**src/hw/rtl/pgpb_pkg.sv**
```systemverilog
// Shared types and constants for the palettized glyph pixel blender.
// No dependencies; every other file of the block imports this package.
`default_nettype none

package pgpb_pkg;

  localparam int PALETTE_DEPTH = 256;
  localparam int PIX_W         = 8;
  localparam int COORD_W       = 13;
  localparam int DIM_W         = 12;
  localparam int REG_IDX_W     = 3;
  localparam int REG_DATA_W    = 12;

  typedef logic [PIX_W-1:0]          pixel_t;
  typedef logic signed [COORD_W-1:0] coord_t;
  typedef logic [DIM_W-1:0]          dim_t;

  // Item opcodes
  localparam logic OP_BLEND     = 1'b0;
  localparam logic OP_PAL_WRITE = 1'b1;

  // Blend modes; codes six and seven write nothing
  localparam logic [2:0] MODE_PLAIN    = 3'd0;
  localparam logic [2:0] MODE_GLOW     = 3'd1;
  localparam logic [2:0] MODE_DARKEN   = 3'd2;
  localparam logic [2:0] MODE_BANK     = 3'd3;
  localparam logic [2:0] MODE_BRIGHTEN = 3'd4;
  localparam logic [2:0] MODE_SOLID    = 3'd5;

  // Configuration register indexes
  localparam logic [REG_IDX_W-1:0] REG_BLEND_MODE    = 3'd0;
  localparam logic [REG_IDX_W-1:0] REG_BRIGHTNESS    = 3'd1;
  localparam logic [REG_IDX_W-1:0] REG_COLOR_BANK    = 3'd2;
  localparam logic [REG_IDX_W-1:0] REG_SOLID_COLOR   = 3'd3;
  localparam logic [REG_IDX_W-1:0] REG_DARK_AMOUNT   = 3'd4;
  localparam logic [REG_IDX_W-1:0] REG_SCREEN_WIDTH  = 3'd5;
  localparam logic [REG_IDX_W-1:0] REG_SCREEN_HEIGHT = 3'd6;

  localparam dim_t WIDTH_RESET  = 12'd640;
  localparam dim_t HEIGHT_RESET = 12'd480;

  // Shade band: low five bits are the shade, top three the band
  localparam logic [4:0] SHADE_MAX = 5'd31;

  typedef struct packed {
    logic [2:0]        blend_mode;
    logic signed [7:0] brightness;
    logic [2:0]        color_bank;
    pixel_t            solid_color;
    logic [7:0]        dark_amount;
    dim_t              screen_width;
    dim_t              screen_height;
  } cfg_regs_t;

endpackage

`default_nettype wire

```
**src/hw/rtl/pgpb_palette.sv**
```systemverilog
// Palette translation memory: 256 x 8 synchronous RAM, one read and one
// write port, with per-entry valid bits so unwritten entries read as identity.
// Depends on pgpb_pkg.
`default_nettype none

module pgpb_palette import pgpb_pkg::*; (
  input  wire          clk,
  input  wire          rst,
  input  wire          rd_en,
  input  wire  pixel_t rd_addr,
  input  wire          wr_en,
  input  wire  pixel_t wr_addr,
  input  wire  pixel_t wr_data,
  output pixel_t       rd_data
);

  pixel_t                   mem [PALETTE_DEPTH];
  logic [PALETTE_DEPTH-1:0] written;
  pixel_t                   rd_q;
  pixel_t                   rd_addr_q;
  logic                     rd_hit;

  always_ff @(posedge clk) begin
    if (wr_en) begin
      mem[wr_addr] <= wr_data;
    end
    if (rd_en) begin
      rd_q      <= mem[rd_addr];
      rd_addr_q <= rd_addr;
    end
  end

  always_ff @(posedge clk) begin
    if (rst) begin
      written <= '0;
      rd_hit  <= 1'b0;
    end else begin
      if (wr_en) begin
        written[wr_addr] <= 1'b1;
      end
      if (rd_en) begin
        rd_hit <= written[rd_addr];
      end
    end
  end

  // Entry never written: identity
  assign rd_data = rd_hit ? rd_q : rd_addr_q;

endmodule

`default_nettype wire

```
**config.mk**
```make
export PLATFORM = sky130hd
export DESIGN_NAME = pgpb_palette
export DESIGN_NICKNAME = d
export VERILOG_FILES = /design/src/hw/rtl/pgpb_pkg.sv /design/src/hw/rtl/pgpb_palette.sv
export SDC_FILE = /design/constraint.sdc
export NUM_CORES = 2
export LEC_CHECK = 0
export ABC_AREA = 0
export ABC_CLOCK_PERIOD_IN_PS = 2600
export BUFFER_PORTS_ARGS = -buffer_cell sky130_fd_sc_hd__buf_2
export CORE_MARGIN = 5
export CORE_UTILIZATION = 55
export DETAILED_ROUTE_END_ITERATION = 6
export GPL_ROUTABILITY_DRIVEN = 1
export GPL_TIMING_DRIVEN = 0
export PLACE_DENSITY = 0.73
export SETUP_SLACK_MARGIN = 0.15
export SYNTH_ARGS = -nofsm -noshare
export SYNTH_HDL_FRONTEND = slang
export SYNTH_SLANG_ARGS = --single-unit
```
**constraint.sdc**
```tcl
create_clock -name clk -period 2.6 [get_ports clk]
set_input_delay 0.52 -clock clk [delete_from_list [all_inputs] [get_ports clk]]
set_output_delay 0.52 -clock clk [all_outputs]
set_load 0.005 [all_outputs]
```
==> metrics.md <==
| Metric | Value |
|---|---|
| Status | `complete, but fails checks` |
| Failing checks | `DRC, capacitance limit, slew limit, setup timing` |
| Synth Warn # | `0` |
| Clock Skew | `0.0797 ns` |
| IO Pins | `36` |
| Yosys top cell area share | `70.2%` |
| Fin nets | `4943` |
| CTS Buf Count | `219` |
| EDFF count, synth | `2064` |
| Switching Share | `22.2%` |
| Internal | `0.0604 W` |
| Crit Path Class | `input pin to flop` |
| Share of cells above drive strength 1 | `31.0%` |
| Core ar. | `0.160 mm2` |
| Min-delay worst type | `input pin to flop` |
| Fmax | `0.352 GHz` |
| Fill count | `10200` |
| Synth unique cells | `42` |
| CP Launch Type | `input pin` |
| #FFs+latches synth | `2321` |
| DIE HEIGHT | `411 um` |
| Via density | `6.77` |
| Fin crit share | `109%` |
| RD Place Congestion | `0.999` |
| Global-route wire length before repair | `359 mm` |
| Register area | `0.0671 mm2` |
| Port bufs | `28` |
| WL per Instance | `35.2 um` |
| Final critical-path setup slack | `-0.243 ns` |
| Cells after Synth | `4515` |
| Drt drc | `29` |
| Worst-skew pair later-pin latency | `0.89 ns` |
| Max Buffers Root-to-Sink | `3` |
| Final hold vios | `0` |
| Post-Syn Area | `0.0883 mm2` |
| FP Rows | `147` |
| Area Overhead vs Synth | `17.4%` |
| CP Max Fanout | `10` |
| Slew Viols, Final | `10` |
| Die ar. | `0.169 mm2` |
| Clk pwr share | `41.6%` |
| Clock-pin slew on the worst setup and hold paths | `0.06 ns` |
| Initial antenna violation count | `18` |
| Top-count cell post-synth | `edfxtp_1` |
| Gate power share | `6.1%` |
| Synth cell count leaders | `edfxtp_1 (2064), nor2_1 (722), mux4_2 (567), dfxtp_1 (257), clkbuf_1 (183)` |
| NetSw | `0.0173 W` |
| Post-synth ARST share | `0%` |
| DR iter-0 viols | `8568` |
| Setup violators final | `5` |
| Crit end category | `flop` |
| Post-synthesis sequential area ratio | `76.0%` |
| Clock sink count | `2321` |
| H-tree depth | `4` |
| Syn_nets | `4543` |
| Die Wd | `411 um` |
| Worst-margin pin slew | `1.50 ns` |
| Fin crit period | `2.84 ns` |
| DR pass1 iterations | `7` |
| CP required | `3.31 ns` |
| Total leakage power | `32.6 nW` |
| Congestion Overflow GR | `0` |
| Routed WL | `256 mm` |
| Flop pwr share | `52.4%` |
| Max-Slew Margin vs Limit | `-0.404%` |
| Gr usage total | `30.4%` |
| Dpl hpwl | `165 mm` |
| Routed Antenna Nets | `0` |
| Most common flop cell mapped by yosys | `edfxtp_1` |
| Largest net degree at the start of global routing | `145` |
| Area of the multi-input gates | `0.0221 mm2` |
| Setup TNS Final | `-0.554 ns` |
| Starting Density | `55.1%` |
| RSZ-0062 raised after global routing | `yes` |
| Vias | `49300` |
| TritonCTS clock tree | `built` |
| Leading area contributor after synthesis | `edfxtp_1` |
| CTS root buf | `clkbuf_16` |
| P per Cell Area | `749 mW/mm2` |
| Mean Syn Cell Area | `19.6 um2` |
| Vias in the first global route | `48000` |
| Tot Pwr | `0.0777 W` |
| Max-cap violations | `1` |
| Maximum VDD drop | `787 uV` |
| Crit path DAT | `3.55 ns` |
| Largest cells by area after synthesis | `edfxtp_1 (70%), mux4_2 (14%), dfxtp_1 (5.8%)` |
## flip-flops by register name (all words and copies together) (netlist names)
name / count
rd_hit: 1
rd_q: 8
rd_addr_q: 8
written: 256
mem: 2048
## path summary, 6_finish.rpt
check	from	end	slack, ns	cells past startpoint
min reg2reg	written[94]	written[94]	0.47	2
max	rd_addr[4]	rd_q[7]	-0.24	11
min	wr_data[4]	mem[176][4]	0.10	1
max reg2reg	mem[187][7]	rd_q[7]	-0.12	7
## layer usage
metal | track usage, % | vias up | share of wire [%]
li1 | - | 19200 | -
met1 | 41.8 | 25400 | 35
met2 | 44.3 | 3954 | 45
met3 | 9.89 | 739 | 14
met4 | 15.1 | 8 | 5.9
met5 | 1.03 | - | 0.14
## power groups by stage
stage	combinational, W	sequential [W]	clock [W]
final	0.00472	0.0407	0.0323
after detailed placement	0.00403	0.0415	0
after CTS	0.00450	0.0407	0.0324
after floorplan	0.00213	0.0415	0
after global placement	0.00389	0.0416	0
after global routing	0.00482	0.0407	0.0341
## cell families after synthesis
kind of cell	Yosys count	synth area share (%)
flip-flops	2321	76.0
buffers and inverters	286	1.52
AO/OA/AOI/OAI	440	3.75
multiplexers	597	14.8
AND/OR/NAND/NOR	871	3.93
## final cells by class
| type | count | share of cell area, % |
|---|---|---|
| clock inverter | 89 | 1.06 |
| sequential | 2321 | 64.7 |
| antenna | 13 | 0.0314 |
| buffer | 282 | 2.56 |
| multi-input combinational | 1908 | 21.3 |
| tap | 2160 | 2.61 |
| timing repair buffer | 179 | 1.69 |
| clock buffer | 324 | 6.03 |
| inverter | 4 | 0.0145 |
## cell usage in the layout (no fill, tap or decap), types with 13 or more instances in the layout
cell,instances
a21oi_1,57
a21oi_2,14
a221oi_2,34
a221oi_4,29
a22o_1,53
a22oi_1,127
buf_12,48
buf_16,15
buf_2,21
buf_4,133
buf_6,33
buf_8,27
bufinv_16,13
clkbuf_1,151
clkbuf_16,228
clkbuf_2,55
clkbuf_4,19
clkbuf_8,47
clkinv_1,27
clkinv_2,23
dfxtp_1,256
diode_2,13
edfxtp_1,2064
mux2i_1,21
mux4_2,567
nand2_1,37
nand3_1,27
nor2_1,608
nor2_2,34
nor2_4,80
nor3_2,15
o21ba_2,29
o22ai_2,25
o22ai_4,14
## metrics by stage
stage	utilization, %	hold WS (ns)	std cells	area [um2]	setup slack [ns]
after global routing	64.7	0.0669	7272	104000	-0.129
after floorplan	-	0.435	4515	89300	0.0174
final	64.7	0.103	7280	104000	-0.243
after global placement	57.5	0.443	6703	92100	-3.71
after CTS	64.4	0.0348	7264	103000	-0.0786
after detailed placement	57.8	0.452	6716	92500	-2.62
## worst max-delay path, cell delays in order
cell      delay (ns)
buf_2           0.19
buf_2           0.23
inv_1           0.18
nor2_4          0.34
buf_6           0.23
clkbuf_2        0.47
a221oi_1        0.23
o22ai_2         0.37
nor3_2          0.08
o22ai_1         0.40
or2_4           0.27
## what timing repair did
action,4_1_cts,5_1_grt
hold buffers,8,0
pin swaps,125,28
endpoints found under the setup margin,1467,212
endpoints found under the hold margin,10,0
buffers inserted,125,3
gates resized for setup,513,113
cloned,2,0
Power figures use the tool's default switching activity.
