[src/hw/rtl/pgpb_pkg.sv]
// Shared types and constants for the palettized glyph pixel blender.
// No dependencies; every other file of the block imports this package.
`default_nettype none

package pgpb_pkg;

  localparam int PALETTE_DEPTH = 256;
  localparam int PIX_W         = 8;
  localparam int COORD_W       = 13;
  localparam int DIM_W         = 12;
  localparam int REG_IDX_W     = 3;
  localparam int REG_DATA_W    = 12;

  typedef logic [PIX_W-1:0]          pixel_t;
  typedef logic signed [COORD_W-1:0] coord_t;
  typedef logic [DIM_W-1:0]          dim_t;

  // Item opcodes
  localparam logic OP_BLEND     = 1'b0;
  localparam logic OP_PAL_WRITE = 1'b1;

  // Blend modes; codes six and seven write nothing
  localparam logic [2:0] MODE_PLAIN    = 3'd0;
  localparam logic [2:0] MODE_GLOW     = 3'd1;
  localparam logic [2:0] MODE_DARKEN   = 3'd2;
  localparam logic [2:0] MODE_BANK     = 3'd3;
  localparam logic [2:0] MODE_BRIGHTEN = 3'd4;
  localparam logic [2:0] MODE_SOLID    = 3'd5;

  // Configuration register indexes
  localparam logic [REG_IDX_W-1:0] REG_BLEND_MODE    = 3'd0;
  localparam logic [REG_IDX_W-1:0] REG_BRIGHTNESS    = 3'd1;
  localparam logic [REG_IDX_W-1:0] REG_COLOR_BANK    = 3'd2;
  localparam logic [REG_IDX_W-1:0] REG_SOLID_COLOR   = 3'd3;
  localparam logic [REG_IDX_W-1:0] REG_DARK_AMOUNT   = 3'd4;
  localparam logic [REG_IDX_W-1:0] REG_SCREEN_WIDTH  = 3'd5;
  localparam logic [REG_IDX_W-1:0] REG_SCREEN_HEIGHT = 3'd6;

  localparam dim_t WIDTH_RESET  = 12'd640;
  localparam dim_t HEIGHT_RESET = 12'd480;

  // Shade band: low five bits are the shade, top three the band
  localparam logic [4:0] SHADE_MAX = 5'd31;

  typedef struct packed {
    logic [2:0]        blend_mode;
    logic signed [7:0] brightness;
    logic [2:0]        color_bank;
    pixel_t            solid_color;
    logic [7:0]        dark_amount;
    dim_t              screen_width;
    dim_t              screen_height;
  } cfg_regs_t;

endpackage

`default_nettype wire

[src/hw/rtl/pgpb_blend.sv]
// Blend datapath: clip test and the six mode rules for one glyph pixel.
// Purely combinational; depends on pgpb_pkg.
`default_nettype none

module pgpb_blend import pgpb_pkg::*; (
  input  wire cfg_regs_t cfg,
  input  wire            op,
  input  wire pixel_t    glyph_value,
  input  wire pixel_t    dest_value,
  input  wire coord_t    pos_x,
  input  wire coord_t    pos_y,
  input  wire pixel_t    pal_data,
  output logic           write_enable,
  output pixel_t         pixel_value
);

  logic              in_window;
  logic              bright_pos;
  logic signed [8:0] glow_s;
  logic              glow_pos;
  logic [7:0]        glow_sum;
  logic [4:0]        glow_shade;
  logic [4:0]        dark_s;
  logic [4:0]        dark_shade;
  pixel_t            shifted;
  logic              off_band;
  pixel_t            bank_pix;
  pixel_t            bright_pix;

  always_comb begin
    in_window = (glyph_value != '0)
          && !pos_x[COORD_W-1] && (pos_x != '0) && (pos_x[DIM_W-1:0] < cfg.screen_width)
          && !pos_y[COORD_W-1] && (pos_y != '0) && (pos_y[DIM_W-1:0] < cfg.screen_height);

    bright_pos = !cfg.brightness[7] && (cfg.brightness != '0);

    // Glow: saturating add on the destination shade
    glow_s     = $signed({4'b0000, pal_data[4:0]}) + $signed({cfg.brightness[7],
                                                               cfg.brightness});
    glow_pos   = !glow_s[8] && (glow_s != '0);
    glow_sum   = {3'b000, dest_value[4:0]} + glow_s[7:0];
    glow_shade = (glow_sum > {3'b000, SHADE_MAX}) ? SHADE_MAX : glow_sum[4:0];

    // Darken: floored subtracts on both shades
    dark_s     = ({3'b000, pal_data[4:0]} > cfg.dark_amount)
               ? (pal_data[4:0] - cfg.dark_amount[4:0]) : 5'd0;
    dark_shade = (dest_value[4:0] > dark_s) ? (dest_value[4:0] - dark_s) : 5'd0;

    // Bank and brighten act on the raw glyph value
    shifted  = glyph_value + pixel_t'(cfg.brightness);
    off_band = (shifted[7:5] != glyph_value[7:5]);
    bank_pix = {cfg.color_bank, off_band ? (bright_pos ? SHADE_MAX : 5'd0) : shifted[4:0]};
    bright_pix = off_band ? {glyph_value[7:5], bright_pos ? SHADE_MAX : 5'd0} : shifted;

    write_enable = 1'b0;
    pixel_value  = dest_value;
    if (op == OP_BLEND && in_window) begin
      case (cfg.blend_mode)
        MODE_PLAIN: begin
          write_enable = 1'b1;
          pixel_value  = pal_data;
        end
        MODE_GLOW: begin
          if (glow_pos) begin
            write_enable = 1'b1;
            pixel_value  = {dest_value[7:5], glow_shade};
          end
        end
        MODE_DARKEN: begin
          if (dark_s != '0) begin
            write_enable = 1'b1;
            pixel_value  = {dest_value[7:5], dark_shade};
          end
        end
        MODE_BANK: begin
          write_enable = 1'b1;
          pixel_value  = bank_pix;
        end
        MODE_BRIGHTEN: begin
          write_enable = 1'b1;
          pixel_value  = bright_pix;
        end
        MODE_SOLID: begin
          write_enable = 1'b1;
          pixel_value  = cfg.solid_color;
        end
        default: begin
          write_enable = 1'b0;
          pixel_value  = dest_value;
        end
      endcase
    end
  end

endmodule

`default_nettype wire

[config.mk]
export PLATFORM = sky130hd
export DESIGN_NAME = pgpb_blend
export DESIGN_NICKNAME = d
export VERILOG_FILES = /design/src/hw/rtl/pgpb_pkg.sv /design/src/hw/rtl/pgpb_blend.sv
export SDC_FILE = /design/constraint.sdc
export NUM_CORES = 1
export LEC_CHECK = 0
export ABC_AREA = 1
export ABC_CLOCK_PERIOD_IN_PS = 2900
export BUFFER_PORTS_ARGS = -buffer_cell sky130_fd_sc_hd__buf_4
export CORE_MARGIN = 10
export CORE_UTILIZATION = 25
export DETAILED_ROUTE_END_ITERATION = 12
export PLACE_DENSITY = 0.51
export SYNTH_ARGS = -nofsm -noshare
export SYNTH_HDL_FRONTEND = slang
export SYNTH_SLANG_ARGS = --single-unit
export TNS_END_PERCENT = 20
[constraint.sdc]
create_clock -name vclk -period 2.9
set_clock_uncertainty 0.15 [all_clocks]
set_input_delay 0 -clock vclk [all_inputs]
set_output_delay 0 -clock vclk [all_outputs]
set_load 0.005 [all_outputs]
==> summary.md <==
| Metric | Value |
|---|---|
| Final setup violation count | 0 |
| Worst EP required | 2.75 ns |
| WL/cell | 14.1 um |
| Core area | 11400 sq um |
| Smallest hold slack | 0.150 ns |
| Yosys cell types | 39 |
| P_int | 342 uW |
| Post-Syn Area | 2900 sq um |
| # diodes | 0 |
| Initial Util | 0.255 |
| Worst-path maximum fanout | 5 |
| Pleak | 2.43 nW |
| Overflow after GRT | 0 |
| Crit. End Element | output port |
| Die Y | 128 um |
| Cells after DPL | 767 |
| Final setup TNS | 0 ns |
| FMAX | 360 MHz |
| Die W | 128 um |
| Total track usage | 0.127 |
| Seq. cell area | 0 sq um |
| PortBufs | 114 |
| MaxCap Viol Count | 0 |
| RSZ-0062 raised after global routing | yes |
| Comb power frac | 1.000 |
| Most common cell after layout, fill and taps aside | buf_4 |
| Vias in the first global route | 3748 |
| Tcrit/Tclk final | 0.958 |
| Clock buf count | 0 |
| Mean Syn Cell Area | 5.75 sq um |
| Slew HR | 0.520 |
| # hold bufs at CTS | 0 |
| Worst vdd ir | 0.0624 mV |
| Layout cells sized above 1 | 0.321 |
| Fin cells | 782 |
| Yosys Warn Count | 0 |
| First-pass GRT wire length | 17700 um |
| First drt pass iteration count | 4 |
| Initial antenna violation count | 0 |
| Sequential area share after synthesis | 0 |
| Vias per cell | 4.62 |
| Initial drt markers | 111 |
| FFs & Latches | 0 |
| Total die area | 16300 sq um |
| Area growth syn-to-layout | 49.6% |
| Top Ports | 114 |
| Psw | 384 uW |
| Switching share of total power | 0.529 |
| Post-route cell area | 4340 sq um |
| Largest net degree at the start of global routing | 17 |
| Post-layout util | 0.382 |
| Arrival time worst endpoint | 2.63 ns |
| Via Count | 3613 |
| Power Density | 167 nW/um^2 |
| Max Slew Vio Count | 0 |
| Synthesized Nets | 666 |
| Flop pwr share | 0 |
| Clk pwr share | 0 |
| Detail Placement HPWL | 9680 um |
| Post-Route WL | 11100 um |
| CP startpoint kind | primary input |
| Site Rows | 39 |
| Post-route ant nets | 0 |
| Worst-margin pin slew | 0.715 ns |
| Worst hold path class | primary input to output port |
| Commonest non-fill, non-tap cells in the layout | buf_4, nand2_1, inv_1, nand3_1, ha_1 |
| Status | finished, final reports clean |
| Final min period | 2.78 ns |
| Final #Nets | 802 |
| Placed inst area | 3980 sq um |
| Post-Synthesis Cells | 505 |
| Number of hold violations in the final report | 0 |
| DR DRC count | 0 |
| Critical path class | primary input to output port |
| GPL Wtd Cong | 0.834 |
[cell families after synthesis]
family	share of synthesized area
buf+inv	0.148
xor+xnor	0.0302
fa+ha+maj	0.254
simple gates	0.427
compound gates	0.140
[worst max-delay path, cell delays in order]
cell	delay (ns)
buf_8	0.08
inv_4	0.04
ha_4	0.14
inv_2	0.05
fa_2	0.20
nand3_2	0.08
nand2_2	0.09
nand2_4	0.07
a21oi_4	0.19
buf_6	0.14
nand2_4	0.05
ha_4	0.29
buf_4	0.12
nand2_4	0.06
nor3_4	0.21
o21ai_4	0.10
or2_4	0.24
nor2_2	0.10
nor2_1	0.04
nand3_1	0.08
nor2_1	0.05
nor2_1	0.09
buf_4	0.12
[metrics by stage]
stage / setup WS (ns) / power (mW)
floorplan: 0.357 / 0.396
global placement: 0.0366 / 0.637
detailed placement: -0.109 / 0.648
CTS: -0.0299 / 0.681
global route: -0.0607 / 0.824
finish: 0.121 / 0.725
[power by group through the flow]
stage	clock network, mW	logic [mW]	registers (mW)
final	0	0.725	0
after global routing	0	0.824	0
after CTS	0	0.681	0
after detailed placement	0	0.648	0
after global placement	0	0.637	0
after floorplan	0	0.396	0
[per-layer routing]
layer  vias to the layer above  GRT usage  wire, um
li1                       1933          -         -
met1                      1595      0.153      4960
met2                        79      0.239      5460
met3                         6     0.0149       554
met4                         0     0.0126        89
met5                         -          0         0
[cell type report]
class                           instances  area, sq um
Fill cell                            1250         7030
Multi-Input combinational cell        391         2690
Timing Repair Buffer                  135         1050
Inverter                              113          427
Tap cell                              143          179
[worst paths after layout]
path                        endpoint  cells after the start           from
worst max-delay path  pixel_value[0]                     23    pal_data[0]
worst min-delay path  pixel_value[6]                      4  dest_value[6]
[Yosys cell counts, types with 2 or more instances]
cell        n  area share
inv_2       6      0.0078
nor2_1     39       0.050
o21ai_0    12       0.021
or2_2       2      0.0043
o22ai_1     3      0.0065
o21ai_1     7       0.012
inv_1     106        0.14
ha_1       51        0.22
nand3_2     4       0.014
nand4_4     2       0.015
nand2_4     2      0.0078
fa_1        5       0.034
nand3b_1    4       0.010
nand4_1    15       0.032
nor2_2      2      0.0043
a311oi_1    3      0.0091
nor3_1      4      0.0069
xor2_1      6       0.018
nand3_1    47       0.081
xnor2_1     4       0.012
nand2_2     7       0.015
nand2_1   120        0.16
o21a_1      3      0.0078
a21oi_1    27       0.047
nor4_1      9       0.019
o211ai_1    2      0.0052
[repair_timing]
action                                  in CTS  in global routing
pin swaps                                   15                 26
endpoints found under the setup margin       5                  5
resized for setup                           21                 34
setup buffers                                7                  8
Power figures use the tool's default switching activity.
